## config.mk

```make
export PLATFORM = sky130hd
export DESIGN_NAME = delimiter_message_framer
export DESIGN_NICKNAME = d
export VERILOG_FILES = /design/src/rtl/dmf_pkg.sv /design/src/rtl/dmf_ram.sv /design/src/rtl/dmf_front.sv /design/src/rtl/dmf_queue.sv /design/src/rtl/dmf_back.sv /design/src/rtl/delimiter_message_framer.sv
export VERILOG_INCLUDE_DIRS = /design/src /design/src/rtl
export SDC_FILE = /design/constraint.sdc
export NUM_CORES = 2
export LEC_CHECK = 0
export BUFFER_PORTS_ARGS = -buffer_cell sky130_fd_sc_hd__buf_4
export CAP_MARGIN = 20
export CORE_UTILIZATION = 30
export CTS_CLUSTER_DIAMETER = 50
export CTS_CLUSTER_SIZE = 16
export DETAILED_ROUTE_END_ITERATION = 10
export GPL_TIMING_DRIVEN = 1
export PLACE_DENSITY_LB_ADDON = 0.08
export SYNTH_ARGS = -nofsm -noshare
export SYNTH_HDL_FRONTEND = slang
export SYNTH_HIERARCHICAL = 1
export SYNTH_SLANG_ARGS = --single-unit
```

## constraint.sdc

```tcl
create_clock -name clk -period 5.96 [get_ports clk]
set_clock_uncertainty 0.15 [all_clocks]
set_input_delay 1.192 -clock clk [delete_from_list [all_inputs] [get_ports clk]]
set_output_delay 1.192 -clock clk [all_outputs]
set_load 0.005 [all_outputs]
```

## src/rtl/delimiter_message_framer_macros.svh

```systemverilog
// assertion macros shared by the delimiter message framer rtl
// the using module must have clk and arst_n in scope
`ifndef DELIMITER_MESSAGE_FRAMER_MACROS_SVH
`define DELIMITER_MESSAGE_FRAMER_MACROS_SVH
`ifndef SYNTH
`define DMF_ASSERT(lbl, prop, msg) \
	lbl: assert property (@(posedge clk) disable iff (!arst_n) prop) else $error(msg);
`define DMF_NEVER(lbl, cond, msg) \
	lbl: assert property (@(posedge clk) disable iff (!arst_n) !(cond)) else $error(msg);
`else
`define DMF_ASSERT(lbl, prop, msg)
`define DMF_NEVER(lbl, cond, msg)
`endif
`endif

```

## src/rtl/dmf_pkg.sv

```systemverilog
// constants, types and register codes of the delimiter message framer
// no dependencies; dmf_front, dmf_queue, dmf_back and the top level refer to it by scoped names
package dmf_pkg;

	localparam int BUFFER_DEPTH  = 64;
	localparam int MAX_DELIM_LEN = 8;
	localparam int BYTE_W        = 8;
	localparam int POS_W         = $clog2(BUFFER_DEPTH + 1);
	localparam int RING_DEPTH    = 2 * BUFFER_DEPTH;
	localparam int RING_AW       = $clog2(RING_DEPTH);
	localparam int PTR_W         = RING_AW + 1;
	localparam int TAIL_W        = BYTE_W * MAX_DELIM_LEN;
	localparam int DLEN_W        = 4;
	localparam int CFG_W         = 64;
	localparam int CFG_IDX_W     = 1;
	localparam int MSGLEN_W      = 7;
	localparam int QUEUE_DEPTH   = 4;
	localparam int QUEUE_AW      = $clog2(QUEUE_DEPTH);
	localparam int CMP_W         = (POS_W > DLEN_W) ? POS_W : DLEN_W;

	typedef enum logic [CFG_IDX_W-1:0] {
		REG_DELIM_LEN   = 1'b0,
		REG_DELIM_BYTES = 1'b1
	} cfg_reg_t;

	// ring buffer write request from the front end
	typedef struct packed {
		logic               en;
		logic [RING_AW-1:0] addr;
		logic [BYTE_W-1:0]  data;
	} ram_wr_t;

	// ring buffer read request from the back end
	typedef struct packed {
		logic               en;
		logic [RING_AW-1:0] addr;
	} ram_rd_t;

	// one framed message waiting to be sent
	typedef struct packed {
		logic [POS_W-1:0] len;
	} desc_t;

endpackage

```

## src/rtl/dmf_ram.sv

```systemverilog
// generic single write port, single read port ram with registered read
// no dependencies
module dmf_ram #(
	parameter int WIDTH = 8,
	parameter int DEPTH = 128
) (
	input  logic                     clk,
	input  logic                     we,
	input  logic [$clog2(DEPTH)-1:0] waddr,
	input  logic [WIDTH-1:0]         wdata,
	input  logic                     re,
	input  logic [$clog2(DEPTH)-1:0] raddr,
	output logic [WIDTH-1:0]         rdata
);

	logic [WIDTH-1:0] mem_q [DEPTH];
	logic [WIDTH-1:0] rdata_q;

	always_ff @(posedge clk) begin
		if (we) begin
			mem_q[waddr] <= wdata;
		end
		if (re) begin
			rdata_q <= mem_q[raddr];
		end
	end

	assign rdata = rdata_q;

endmodule

```

## src/rtl/dmf_front.sv

```systemverilog
// front end: takes received bytes, writes them to the ring, detects the delimiter
// depends on dmf_pkg and delimiter_message_framer_macros.svh
`include "delimiter_message_framer_macros.svh"
module dmf_front (
	input  logic                         clk,
	input  logic                         arst_n,
	input  logic                         cfg_we,
	input  logic [dmf_pkg::CFG_IDX_W-1:0] cfg_index,
	input  logic [dmf_pkg::CFG_W-1:0]    cfg_data,
	input  logic                         rx_valid,
	output logic                         rx_stall,
	input  logic [dmf_pkg::BYTE_W-1:0]   rx_byte,
	input  logic [dmf_pkg::PTR_W-1:0]    rd_ptr,
	output dmf_pkg::ram_wr_t             ram_wr,
	output logic                         push,
	output dmf_pkg::desc_t               push_desc,
	input  logic                         q_full
);

	logic [dmf_pkg::DLEN_W-1:0]        delim_len_q;
	logic [dmf_pkg::TAIL_W-1:0]        delim_q;
	logic [dmf_pkg::POS_W-1:0]         pos_q;
	logic [dmf_pkg::PTR_W-1:0]         base_q;
	logic [dmf_pkg::TAIL_W-1:0]        tail_q;

	logic                              in_acc;
	logic [dmf_pkg::PTR_W-1:0]         wr_abs;
	logic [dmf_pkg::PTR_W-1:0]         used;
	logic                              ring_full;
	logic [dmf_pkg::POS_W-1:0]         new_pos;
	logic [dmf_pkg::TAIL_W-1:0]        new_tail;
	logic                              overflow;
	logic [dmf_pkg::DLEN_W-1:0]        len_eff;
	logic [dmf_pkg::MAX_DELIM_LEN-1:0] lane_ok;
	logic                              match;

	// free space in the ring is measured against the back end's read pointer
	assign wr_abs    = base_q + dmf_pkg::PTR_W'(pos_q);
	assign used      = wr_abs - rd_ptr;
	assign ring_full = (used == dmf_pkg::PTR_W'(dmf_pkg::RING_DEPTH));
	assign rx_stall  = ring_full || q_full;
	assign in_acc    = rx_valid && !rx_stall;

	assign ram_wr.en   = in_acc;
	assign ram_wr.addr = wr_abs[dmf_pkg::RING_AW-1:0];
	assign ram_wr.data = rx_byte;

	assign new_pos  = pos_q + 1'b1;
	assign new_tail = dmf_pkg::TAIL_W'({tail_q, rx_byte});
	assign overflow = (new_pos == dmf_pkg::POS_W'(dmf_pkg::BUFFER_DEPTH));

	assign len_eff = (delim_len_q > dmf_pkg::DLEN_W'(dmf_pkg::MAX_DELIM_LEN)) ?
		dmf_pkg::DLEN_W'(dmf_pkg::MAX_DELIM_LEN) : delim_len_q;

	// byte lanes beyond the delimiter length always pass
	always_comb begin
		for (int j = 0; j < dmf_pkg::MAX_DELIM_LEN; j++) begin
			lane_ok[j] = (dmf_pkg::DLEN_W'(j) >= len_eff) ||
				(new_tail[dmf_pkg::BYTE_W*j +: dmf_pkg::BYTE_W] ==
				 delim_q[dmf_pkg::BYTE_W*j +: dmf_pkg::BYTE_W]);
		end
	end

	assign match = (len_eff != '0) &&
		(dmf_pkg::CMP_W'(new_pos) >= dmf_pkg::CMP_W'(len_eff)) && (&lane_ok);

	assign push          = in_acc && !overflow && match;
	assign push_desc.len = new_pos;

	always_ff @(posedge clk or negedge arst_n) begin
		if (!arst_n) begin
			delim_len_q <= dmf_pkg::DLEN_W'(1);
			delim_q     <= dmf_pkg::TAIL_W'(10);
		end else if (cfg_we) begin
			unique case (dmf_pkg::cfg_reg_t'(cfg_index))
				dmf_pkg::REG_DELIM_LEN:   delim_len_q <= cfg_data[dmf_pkg::DLEN_W-1:0];
				dmf_pkg::REG_DELIM_BYTES: delim_q     <= cfg_data[dmf_pkg::TAIL_W-1:0];
				default: ;
			endcase
		end
	end

	always_ff @(posedge clk or negedge arst_n) begin
		if (!arst_n) begin
			pos_q  <= '0;
			base_q <= '0;
			tail_q <= '0;
		end else if (in_acc) begin
			if (overflow || match) begin
				pos_q  <= '0;
				tail_q <= '0;
				if (!overflow) begin
					base_q <= wr_abs + 1'b1;
				end
			end else begin
				pos_q  <= new_pos;
				tail_q <= new_tail;
			end
		end
	end

	`DMF_NEVER(a_pos_range, pos_q >= dmf_pkg::POS_W'(dmf_pkg::BUFFER_DEPTH), "fill count past depth")
	`DMF_NEVER(a_ring_overrun, used > dmf_pkg::PTR_W'(dmf_pkg::RING_DEPTH), "ring over-committed")

endmodule

```

## src/rtl/dmf_queue.sv

```systemverilog
// small descriptor queue between the front end and the back end
// depends on dmf_pkg and delimiter_message_framer_macros.svh
`include "delimiter_message_framer_macros.svh"
module dmf_queue (
	input  logic           clk,
	input  logic           arst_n,
	input  logic           push,
	input  dmf_pkg::desc_t push_desc,
	output logic           full,
	input  logic           pop,
	output dmf_pkg::desc_t pop_desc,
	output logic           empty
);

	dmf_pkg::desc_t                entries_q [dmf_pkg::QUEUE_DEPTH];
	logic [dmf_pkg::QUEUE_AW-1:0]  wr_q;
	logic [dmf_pkg::QUEUE_AW-1:0]  rd_q;
	logic [dmf_pkg::QUEUE_AW:0]    count_q;

	assign full     = (count_q == (dmf_pkg::QUEUE_AW+1)'(dmf_pkg::QUEUE_DEPTH));
	assign empty    = (count_q == '0);
	assign pop_desc = entries_q[rd_q];

	always_ff @(posedge clk) begin
		if (push) begin
			entries_q[wr_q] <= push_desc;
		end
	end

	always_ff @(posedge clk or negedge arst_n) begin
		if (!arst_n) begin
			wr_q    <= '0;
			rd_q    <= '0;
			count_q <= '0;
		end else begin
			if (push) begin
				wr_q <= wr_q + 1'b1;
			end
			if (pop) begin
				rd_q <= rd_q + 1'b1;
			end
			if (push && !pop) begin
				count_q <= count_q + 1'b1;
			end else if (pop && !push) begin
				count_q <= count_q - 1'b1;
			end
		end
	end

	`DMF_NEVER(a_q_overflow, push && full && !pop, "descriptor queue overflow")
	`DMF_NEVER(a_q_underflow, pop && empty, "descriptor queue underflow")

endmodule

```

## src/rtl/dmf_back.sv

```systemverilog
// back end: reads framed messages out of the ring and sends them byte by byte
// depends on dmf_pkg and delimiter_message_framer_macros.svh
`include "delimiter_message_framer_macros.svh"
module dmf_back (
	input  logic                          clk,
	input  logic                          arst_n,
	input  logic                          q_empty,
	input  dmf_pkg::desc_t                q_desc,
	output logic                          q_pop,
	output dmf_pkg::ram_rd_t              ram_rd,
	input  logic [dmf_pkg::BYTE_W-1:0]    ram_rdata,
	output logic [dmf_pkg::PTR_W-1:0]     rd_ptr,
	output logic                          msg_valid,
	input  logic                          msg_stall,
	output logic [dmf_pkg::BYTE_W-1:0]    msg_byte,
	output logic [dmf_pkg::MSGLEN_W-1:0]  msg_length,
	output logic                          msg_last
);

	typedef enum logic [1:0] {
		ST_IDLE  = 2'b01,
		ST_DRAIN = 2'b10
	} back_state_t;

	back_state_t                  state_q;
	logic [dmf_pkg::POS_W-1:0]    len_q;
	logic [dmf_pkg::POS_W-1:0]    cnt_q;
	logic [dmf_pkg::PTR_W-1:0]    rd_ptr_q;
	logic                         rd_pend_q;
	logic                         pend_last_q;
	logic [dmf_pkg::POS_W-1:0]    pend_len_q;
	logic                         out_valid_q;
	logic [dmf_pkg::BYTE_W-1:0]   out_byte_q;
	logic [dmf_pkg::MSGLEN_W-1:0] out_len_q;
	logic                         out_last_q;

	logic                         out_acc;
	logic                         issue;
	logic                         last_issue;

	assign out_acc = out_valid_q && !msg_stall;
	// a read is launched only when the output register is sure to be free on return
	assign issue      = (state_q == ST_DRAIN) && !rd_pend_q && (!out_valid_q || out_acc);
	assign last_issue = ((cnt_q + 1'b1) == len_q);
	assign q_pop      = (state_q == ST_IDLE) && !q_empty;

	assign ram_rd.en   = issue;
	assign ram_rd.addr = rd_ptr_q[dmf_pkg::RING_AW-1:0];
	assign rd_ptr      = rd_ptr_q;

	always_ff @(posedge clk or negedge arst_n) begin
		if (!arst_n) begin
			state_q <= ST_IDLE;
		end else begin
			unique case (state_q)
				ST_IDLE: begin
					if (q_pop) begin
						state_q <= ST_DRAIN;
					end
				end
				ST_DRAIN: begin
					if (issue && last_issue) begin
						state_q <= ST_IDLE;
					end
				end
				default: state_q <= ST_IDLE;
			endcase
		end
	end

	always_ff @(posedge clk) begin
		if (q_pop) begin
			len_q <= q_desc.len;
			cnt_q <= '0;
		end else if (issue) begin
			cnt_q <= cnt_q + 1'b1;
		end
		if (issue) begin
			pend_last_q <= last_issue;
			pend_len_q  <= len_q;
		end
		if (rd_pend_q) begin
			out_byte_q <= ram_rdata;
			out_len_q  <= dmf_pkg::MSGLEN_W'(pend_len_q);
			out_last_q <= pend_last_q;
		end
	end

	always_ff @(posedge clk or negedge arst_n) begin
		if (!arst_n) begin
			rd_ptr_q    <= '0;
			rd_pend_q   <= 1'b0;
			out_valid_q <= 1'b0;
		end else begin
			rd_pend_q <= issue;
			if (issue) begin
				rd_ptr_q <= rd_ptr_q + 1'b1;
			end
			if (rd_pend_q) begin
				out_valid_q <= 1'b1;
			end else if (out_acc) begin
				out_valid_q <= 1'b0;
			end
		end
	end

	assign msg_valid  = out_valid_q;
	assign msg_byte   = out_byte_q;
	assign msg_length = out_len_q;
	assign msg_last   = out_last_q;

	`DMF_ASSERT(a_read_lands, rd_pend_q |=> out_valid_q, "read data found no output slot")
	`DMF_NEVER(a_drain_bound, (state_q == ST_DRAIN) && (cnt_q >= len_q), "drain past message end")

endmodule

```

## src/rtl/delimiter_message_framer.sv

```systemverilog
// top level of the delimiter message framer
// depends on dmf_pkg, dmf_ram, dmf_front, dmf_queue and dmf_back
//
// receives bytes on the rx channel and frames them into messages that end in a
// configurable delimiter of one to eight bytes (delim_len, delim_bytes, final byte
// in the low byte). each complete message, delimiter included, is sent on the msg
// channel one byte per transaction with its total length and a last flag on the
// final byte. a byte that brings a partial message to 64 bytes drops that message
// silently, even if it completes the delimiter; a zero delimiter length never
// matches and lengths above eight act as eight. rate: the front end accepts one
// rx byte per cycle; it stalls rx only while the 128 byte ring buffer is full of
// unread data or the four entry message queue is full. each back end ring read
// passes the registered read port into the single output register before the next
// is issued; draining runs alongside collection of the next message. no clearing
// pass after reset: the ring is only read where it was written. the user must
// write configuration only while the block is idle; the block does not check it.
module delimiter_message_framer (
	input  logic                           clk,
	input  logic                           arst_n,
	// configuration write port
	input  logic                           cfg_we,
	input  logic [dmf_pkg::CFG_IDX_W-1:0]  cfg_index,
	input  logic [dmf_pkg::CFG_W-1:0]      cfg_data,
	// received byte channel
	input  logic                           rx_valid,
	output logic                           rx_stall,
	input  logic [dmf_pkg::BYTE_W-1:0]     rx_byte,
	// message byte channel
	output logic                           msg_valid,
	input  logic                           msg_stall,
	output logic [dmf_pkg::BYTE_W-1:0]     msg_byte,
	output logic [dmf_pkg::MSGLEN_W-1:0]   msg_length,
	output logic                           msg_last
);

	dmf_pkg::ram_wr_t               ram_wr;
	dmf_pkg::ram_rd_t               ram_rd;
	logic [dmf_pkg::BYTE_W-1:0]     ram_rdata;
	logic [dmf_pkg::PTR_W-1:0]      rd_ptr;
	logic                           push;
	dmf_pkg::desc_t                 push_desc;
	logic                           q_full;
	logic                           q_pop;
	dmf_pkg::desc_t                 q_desc;
	logic                           q_empty;

	// message bytes live in a ring twice the message depth so that the next
	// message can collect while the previous one is still being sent
	dmf_ram #(
		.WIDTH (dmf_pkg::BYTE_W),
		.DEPTH (dmf_pkg::RING_DEPTH)
	) u_ring (
		.clk   (clk),
		.we    (ram_wr.en),
		.waddr (ram_wr.addr),
		.wdata (ram_wr.data),
		.re    (ram_rd.en),
		.raddr (ram_rd.addr),
		.rdata (ram_rdata)
	);

	// front end: byte intake, overflow drop and delimiter detection
	dmf_front u_front (
		.clk       (clk),
		.arst_n    (arst_n),
		.cfg_we    (cfg_we),
		.cfg_index (cfg_index),
		.cfg_data  (cfg_data),
		.rx_valid  (rx_valid),
		.rx_stall  (rx_stall),
		.rx_byte   (rx_byte),
		.rd_ptr    (rd_ptr),
		.ram_wr    (ram_wr),
		.push      (push),
		.push_desc (push_desc),
		.q_full    (q_full)
	);

	// framed message lengths handed from front to back
	dmf_queue u_queue (
		.clk       (clk),
		.arst_n    (arst_n),
		.push      (push),
		.push_desc (push_desc),
		.full      (q_full),
		.pop       (q_pop),
		.pop_desc  (q_desc),
		.empty     (q_empty)
	);

	// back end: reads each message out of the ring in arrival order
	dmf_back u_back (
		.clk        (clk),
		.arst_n     (arst_n),
		.q_empty    (q_empty),
		.q_desc     (q_desc),
		.q_pop      (q_pop),
		.ram_rd     (ram_rd),
		.ram_rdata  (ram_rdata),
		.rd_ptr     (rd_ptr),
		.msg_valid  (msg_valid),
		.msg_stall  (msg_stall),
		.msg_byte   (msg_byte),
		.msg_length (msg_length),
		.msg_last   (msg_last)
	);

endmodule
```

## Word-level counts from Yosys, hierarchy flattened

Memories as Yosys holds them, arrays and structs flattened. A register that Yosys moved wholly into a read port is not among the register bits.
Index checks and enable logic that the tools add are counted.

| storage, ports and cells | value |
|---|---|
| word-level logic and storage cells | 112 |
| register bits after elaboration | 189 |
| memories | 2 |
| output and inout bits | 18 |
| RAM bits | 1,052 |

| operators by class | value |
|---|---|
| bitwise logic cells | 2 |
| reduce and logical (&&, ||, !) cells | 40 |
| muxes and demuxes | 14 |
| equality and inequality tests | 16 |
| order comparisons | 10 |
| $add $sub $neg | 10 |

Memories:

| name | words | bits a word | read ports | clocked after memory_dff | write ports | RTL line | text |
|---|---|---|---|---|---|---|---|
| u_ring.mem_q | 128 | 8 | 1 | 1 | 1 | dmf_ram.sv:16 | `logic [WIDTH-1:0] mem_q [DEPTH];` |
| u_queue.entries_q | 4 | 7 | 1 | 1 | 1 | dmf_queue.sv:15 | `dmf_pkg::desc_t entries_q [dmf_pkg::QUEUE_DEPTH];` |

Operator list:

| kind | count |
|---|---|
| == test 8 bit | 8 |
| two-way mux 56 bit | 1 |
| adder 8 x 1 -> 8 bit (second input constant) | 2 |
| greater-or-equal comparator 3 x 4 -> 1 bit (first input constant) | 4 |
| adder 7 x 1 -> 7 bit (second input constant) | 2 |
| logical AND 1 bit | 12 |
| logical OR 1 bit | 11 |
| adder 8 x 7 -> 8 bit | 1 |
| == test 8 bit (second input constant) | 1 |
| greater-or-equal comparator 1 x 4 -> 1 bit (first input constant) | 2 |
| greater-or-equal comparator 2 x 4 -> 1 bit (first input constant) | 2 |
| logical NOT 1 bit | 8 |
| AND reduction 8 bit | 1 |
| subtractor 8 bit | 1 |
| == test 7 bit | 1 |
| == test 7 bit (second input constant) | 1 |
| greater-or-equal comparator 7 x 4 -> 1 bit | 1 |
| two-way mux 7 bit | 1 |
| two-way mux 1 bit | 6 |
| two-way mux 3 bit | 2 |
| AND reduction 2 bit | 3 |
| adder 2 x 1 -> 2 bit (second input constant) | 2 |
| > comparator 4 bit (second input constant) | 1 |
| two-way mux 2 bit | 2 |
| 13 further kinds | 16 |

## Longest topological paths before layout

| depth | value |
|---|---|
| depth in word-level cells | 12 |
| gate-level depth with buffers | 24 |

## By module

The synthesis kept the hierarchy.

By module, submodules not included:

| module | cells each | instances | seq. area each (sq um) | area each (sq um) |
|---|---|---|---|---|
| dmf_ram | 1,635 | 1 | 30,989.7 | 39,745.6 |
| dmf_front | 580 | 1 | 3,482.1 | 6,954.2 |
| dmf_back | 131 | 1 | 1,372.6 | 1,923.1 |
| dmf_queue | 71 | 1 | 1,016.0 | 1,405.1 |

## Least setup slack after synthesis

OpenSTA, ideal clock, no wires.

| timing path | value |
|---|---|
| path type | register -> register |
| start | register u_front/pos_q[0] (netlist bit) |
| end | register u_queue/count_q[2] (netlist bit) |
| cell stages (with the launch flop) | 25 |
| setup slack | 506 ps |
| setup time | 79 ps |
| arrival | 5,225 ps |
| clock period less this slack | 5,454 ps |
| cell sequence | dfrtp_1 -> ha_1 -> fa_1 -> a21o_1 -> a21oi_1 -> o21bai_1 -> a21oi_1 -> xnor2_1 -> ha_1 -> o21ai_0 -> nor3_1 -> a21oi_1 -> o2111ai_1 -> xnor2_1 -> a41o_1 -> buf_6 -> clkbuf_1 -> clkbuf_1 -> nor3_1 -> ha_1 -> inv_1 -> fa_1 -> xor2_1 -> nor2_1 -> xor2_1 |

RTL lines:

| what | RTL line | text |
|---|---|---|
| from (decl) | dmf_front.sv:22 | `logic [dmf_pkg::POS_W-1:0] pos_q;` |
| from (signal assigned) | dmf_front.sv:96 | `pos_q <= new_pos;` |
| to (signal assigned) | dmf_queue.sv:43 | `count_q <= count_q + 1'b1;` |
| to (signal assigned) | dmf_queue.sv:45 | `count_q <= count_q - 1'b1;` |
| to (decl) | dmf_queue.sv:18 | `logic [dmf_pkg::QUEUE_AW:0] count_q;` |

==> impl_metrics.xml <==
<?xml version="1.0" encoding="UTF-8"?>
<metrics>
  <group name="timing">
    <metric name="slew_violations" unit="">0</metric>
    <metric name="min_period" unit="ps">5470</metric>
    <metric name="period_share" unit="">0.918</metric>
    <metric name="rsz0062_at_grt" unit="">false</metric>
    <metric name="setup_ws" unit="ps">488</metric>
    <metric name="finalSetupViolations" unit="">0</metric>
    <metric name="worst_slew_pin_slew" unit="ps">1110</metric>
    <metric name="report.final.hold_viol_count" unit="">0</metric>
    <metric name="fin_hold_ws" unit="ps">263</metric>
    <metric name="tns" unit="ps">0</metric>
    <metric name="achievable_clock_frequency" unit="GHz">0.183</metric>
    <metric name="max_slew_margin" unit="">0.260</metric>
  </group>
  <group name="route">
    <metric name="vias_per_cell" unit="">4.86</metric>
    <metric name="number_of_nets_with_antenna_violations_after_routing" unit="">0</metric>
    <metric name="routedWlPerCell" unit="um">26.7</metric>
    <metric name="via_count" unit="">24285</metric>
    <metric name="dr.first_iter.drc_count" unit="">1959</metric>
    <metric name="detailedRoute.firstPassIterationCount" unit="">11</metric>
    <metric name="drc_errors" unit="">2</metric>
    <metric name="drt_wl_total" unit="um">133000</metric>
  </group>
  <group name="cts">
    <metric name="clk_root_buffer_cell" unit="">sky130_fd_sc_hd__clkbuf_16</metric>
    <metric name="cts_max_path_buffers" unit="">3</metric>
    <metric name="cts_setup_buffers" unit="">0</metric>
    <metric name="cts.sinks" unit="">1256</metric>
    <metric name="cts_inserted_buffers" unit="">147</metric>
    <metric name="worst_skew_pair.late_latency" unit="ps">770</metric>
    <metric name="cts_tree" unit="">yes</metric>
    <metric name="cts_hold_buf" unit="">0</metric>
    <metric name="cts-htree-levels" unit="">4</metric>
    <metric name="post_cts.resized_instances" unit="">0</metric>
    <metric name="clkTransAtPathRegs" unit="ps">70</metric>
  </group>
  <group name="floorplan">
    <metric name="design.portCount" unit="">96</metric>
    <metric name="effective_utilization_at_floorplan" unit="">0.303</metric>
    <metric name="floorplan.die.width" unit="um">410</metric>
    <metric name="core.rowCount" unit="">149</metric>
    <metric name="core_area" unit="sq um">165000</metric>
    <metric name="chipHeight" unit="um">410</metric>
    <metric name="floorplan.die_area" unit="sq um">168000</metric>
  </group>
  <group name="grt">
    <metric name="via_count_of_the_first_global_routing_pass" unit="">25920</metric>
    <metric name="grt_antenna_before_repair" unit="">15</metric>
    <metric name="first_pass_grt_wire_length" unit="um">194000</metric>
    <metric name="maximum_number_of_pins_on_one_net_before_global_route_repair" unit="">131</metric>
    <metric name="grt_overflow_total" unit="">0</metric>
    <metric name="track_usage" unit="">0.160</metric>
  </group>
  <group name="place">
    <metric name="gp_routability_congestion" unit="">0.768</metric>
    <metric name="detailed_place_hpwl" unit="um">84200</metric>
    <metric name="numPortBuffers" unit="">95</metric>
    <metric name="place_ws" unit="ps">688</metric>
  </group>
  <group name="synth">
    <metric name="synth_async_sr_flop_share" unit="">0.126</metric>
    <metric name="yosys_most_used_dff" unit="">sky130_fd_sc_hd__edfxtp_1</metric>
    <metric name="flop_and_latch_count_out_of_synthesis" unit="">1256</metric>
    <metric name="number_of_enable_flip_flop_cells_after_synthesis" unit="">1091</metric>
    <metric name="yosysUniqueCellTypes" unit="">64</metric>
    <metric name="synthesis.nets" unit="">2524</metric>
    <metric name="area_of_the_mapped_netlist" unit="sq um">50000</metric>
    <metric name="syn_inst" unit="">2417</metric>
    <metric name="warnings_synthesis" unit="">6</metric>
    <metric name="seq_area_frac_synth" unit="">0.737</metric>
    <metric name="syn_area_per_cell" unit="sq um">20.7</metric>
  </group>
  <group name="setup_path">
    <metric name="cpMaxStageDelayCell" unit="">sky130_fd_sc_hd__dfrtp_1</metric>
    <metric name="worst_path_most_repeated_cell" unit="">sky130_fd_sc_hd__a21oi_1</metric>
    <metric name="crit_buf_inv" unit="">1</metric>
    <metric name="critPathTopFamily" unit="">compound AO/OA/AOI/OAI gates</metric>
    <metric name="cp_data_arrival_time" unit="ps">4130</metric>
    <metric name="crit_path_end_kind" unit="">output port</metric>
    <metric name="endpoint_required_time_on_the_critical_path" unit="ps">4620</metric>
    <metric name="startpoint_types" unit="">flop</metric>
    <metric name="crit_fanout" unit="">6</metric>
    <metric name="max_stage_delay" unit="ps">430</metric>
    <metric name="crit_chain" unit="">ha_1, fa_1, a21o_1, a21oi_1, o21bai_1, a21oi_1, xnor2_1, ha_1, o21ai_0, nor3_1, a21oi_1, o2111ai_1, xnor2_1, a41o_1, buf_4</metric>
    <metric name="criticalPathCategory" unit="">reg2out</metric>
  </group>
  <group name="finish">
    <metric name="final_layout_size_suffix_gt1_frac" unit="">0.339</metric>
    <metric name="area_growth" unit="%">18.3</metric>
    <metric name="finish.net_count" unit="">2792</metric>
    <metric name="fin_util" unit="">0.358</metric>
  </group>
  <group name="worst_hold_path">
    <metric name="worst_hold_path_type" unit="">reg2reg</metric>
  </group>
  <group name="outcome">
    <metric name="run_status" unit="">finished with violations</metric>
    <metric name="violations" unit="">DRC</metric>
  </group>
  <group name="job">
    <metric name="maxCapViolations" unit="">0</metric>
  </group>
  <group name="power_and_ir_drop">
    <metric name="irDropWorstVdd" unit="mV">0.390</metric>
    <metric name="leakage" unit="nW">19.5</metric>
    <metric name="power-per-cell-area" unit="nW/um^2">461</metric>
  </group>
</metrics>
-- cell usage in the layout, fill, tap and decap left out, types with 5 or more instances in the layout --
| master | netlist | final |
|---|---|---|
| sky130_fd_sc_hd__nor2b_1 | 15 | 15 |
| sky130_fd_sc_hd__diode_2 | 0 | 5 |
| sky130_fd_sc_hd__ha_1 | 27 | 27 |
| sky130_fd_sc_hd__clkbuf_1 | 57 | 8 |
| sky130_fd_sc_hd__clkinv_2 | 0 | 8 |
| sky130_fd_sc_hd__clkinv_1 | 1 | 8 |
| sky130_fd_sc_hd__a21oi_1 | 13 | 13 |
| sky130_fd_sc_hd__bufinv_16 | 0 | 13 |
| sky130_fd_sc_hd__nor3_1 | 16 | 16 |
| sky130_fd_sc_hd__dfxtp_1 | 7 | 7 |
| sky130_fd_sc_hd__mux2_4 | 6 | 6 |
| sky130_fd_sc_hd__mux4_2 | 343 | 343 |
| sky130_fd_sc_hd__dfrtp_1 | 154 | 150 |
| sky130_fd_sc_hd__xnor2_1 | 68 | 68 |
| sky130_fd_sc_hd__inv_1 | 22 | 22 |
| sky130_fd_sc_hd__nor2_1 | 157 | 157 |
| sky130_fd_sc_hd__nor4_1 | 7 | 7 |
| sky130_fd_sc_hd__o21ai_0 | 18 | 18 |
| sky130_fd_sc_hd__nand2_1 | 55 | 54 |
| sky130_fd_sc_hd__nand4_1 | 17 | 17 |
| sky130_fd_sc_hd__or3_1 | 6 | 6 |
| sky130_fd_sc_hd__mux2_2 | 76 | 76 |
| sky130_fd_sc_hd__clkbuf_16 | 0 | 149 |
| sky130_fd_sc_hd__nand3_1 | 25 | 25 |
| sky130_fd_sc_hd__inv_8 | 0 | 23 |
| sky130_fd_sc_hd__buf_4 | 29 | 243 |
| sky130_fd_sc_hd__clkinv_8 | 0 | 6 |
| sky130_fd_sc_hd__edfxtp_1 | 1091 | 1091 |
| sky130_fd_sc_hd__xor2_1 | 41 | 41 |
| sky130_fd_sc_hd__inv_6 | 0 | 29 |
| sky130_fd_sc_hd__clkinv_4 | 0 | 13 |
| sky130_fd_sc_hd__a22o_1 | 59 | 59 |
| sky130_fd_sc_hd__clkinvlp_4 | 0 | 13 |
-- power breakdown --
part,internal [mW],switching (mW),leakage [nW]
registers,10.2,0.581,11.8
logic,3.28,3.88,5.17
clock network,5.35,3.99,2.47
total,18.8,8.45,19.5
-- synthesized netlist by cell type (22+ instances only) --
cell,n,area [sq um]
sky130_fd_sc_hd__edfxtp_1,1091,32800
sky130_fd_sc_hd__buf_2,22,110
sky130_fd_sc_hd__nand2_1,55,206
sky130_fd_sc_hd__dfrtp_1,154,3850
sky130_fd_sc_hd__a22o_1,59,517
sky130_fd_sc_hd__ha_1,27,338
sky130_fd_sc_hd__mux4_2,343,7720
sky130_fd_sc_hd__xor2_1,41,359
sky130_fd_sc_hd__nor2_1,157,589
sky130_fd_sc_hd__buf_4,29,218
sky130_fd_sc_hd__xnor2_1,68,596
sky130_fd_sc_hd__mux2_2,76,856
sky130_fd_sc_hd__inv_1,22,82.6
sky130_fd_sc_hd__clkbuf_1,57,214
sky130_fd_sc_hd__nand3_1,25,125
-- path summary, 6_finish.rpt --
path	start	to	slack (ps)	cells past startpoint
setup / recovery	u_front/pos_q[0]	rx_stall	490	15
hold reg to reg	u_back/pend_len_q[1]	u_back/msg_length[1]	260	0
max in group asynchronous	arst_n	u_front/base_q[6]	4060	2
hold / removal	u_back/pend_len_q[1]	u_back/msg_length[1]	260	0
setup reg to reg	u_front/pos_q[0]	u_ring/mem_q[114][5]	610	19
min in group asynchronous	arst_n	u_front/delim_q[34]	300	1
-- flip-flops by register name (all words and copies together), names as in the netlist, 7 cells and up --
signal and count:
u_ring/rdata 8, u_back/msg_length 7, u_front/delim_q 64, u_front/pos_q 7, u_queue/entries_q 28, u_ring/mem_q 1024
u_back/msg_byte 8, u_back/len_q 7, u_front/base_q 8, u_back/pend_len_q 7, u_back/cnt_q 7, u_front/tail_q 56
u_back/rd_ptr 8
-- through the flow --
step / total power [mW] / instances / cell area, sq um
2_1_floorplan: 15.5 / 2417 / 50000
3_3_place_gp: 18.3 / 4724 / 54100
3_5_place_dp: 18.3 / 4724 / 54100
4_1_cts: 27.8 / 4996 / 59100
5_1_grt: 28.5 / 4997 / 59200
6_report: 27.3 / 5002 / 59200
-- layer usage --
layer | global-route usage | wire (um)
met3 | 0.0251 | 4640
met5 | 0 | 0
met4 | 0.0384 | 2410
met2 | 0.257 | 63900
met1 | 0.227 | 62400
-- logic make-up after synthesis --
kind of cell | count (synthesis) | synth area share
adder cells (fa/ha/maj) | 29 | 0.00755
buffers and inverters | 153 | 0.0148
AND/OR/NAND/NOR | 327 | 0.0301
XOR/XNOR | 109 | 0.0191
flip-flops | 1256 | 0.737
multiplexers | 426 | 0.174
AO/OA/AOI/OAI | 117 | 0.0181
-- cell type report --
class,count,area (sq um)
multi-input cells,1008,12400
well taps,2189,2740
repair buffers,249,1940
flip-flops and latches,1256,36900
diodes,5,12.5
inverters,23,86.3
clock inverters,114,1320
fillers,15342,106000
clock buffers,158,3770
Note: power is estimated with default switching activity, not from simulation.
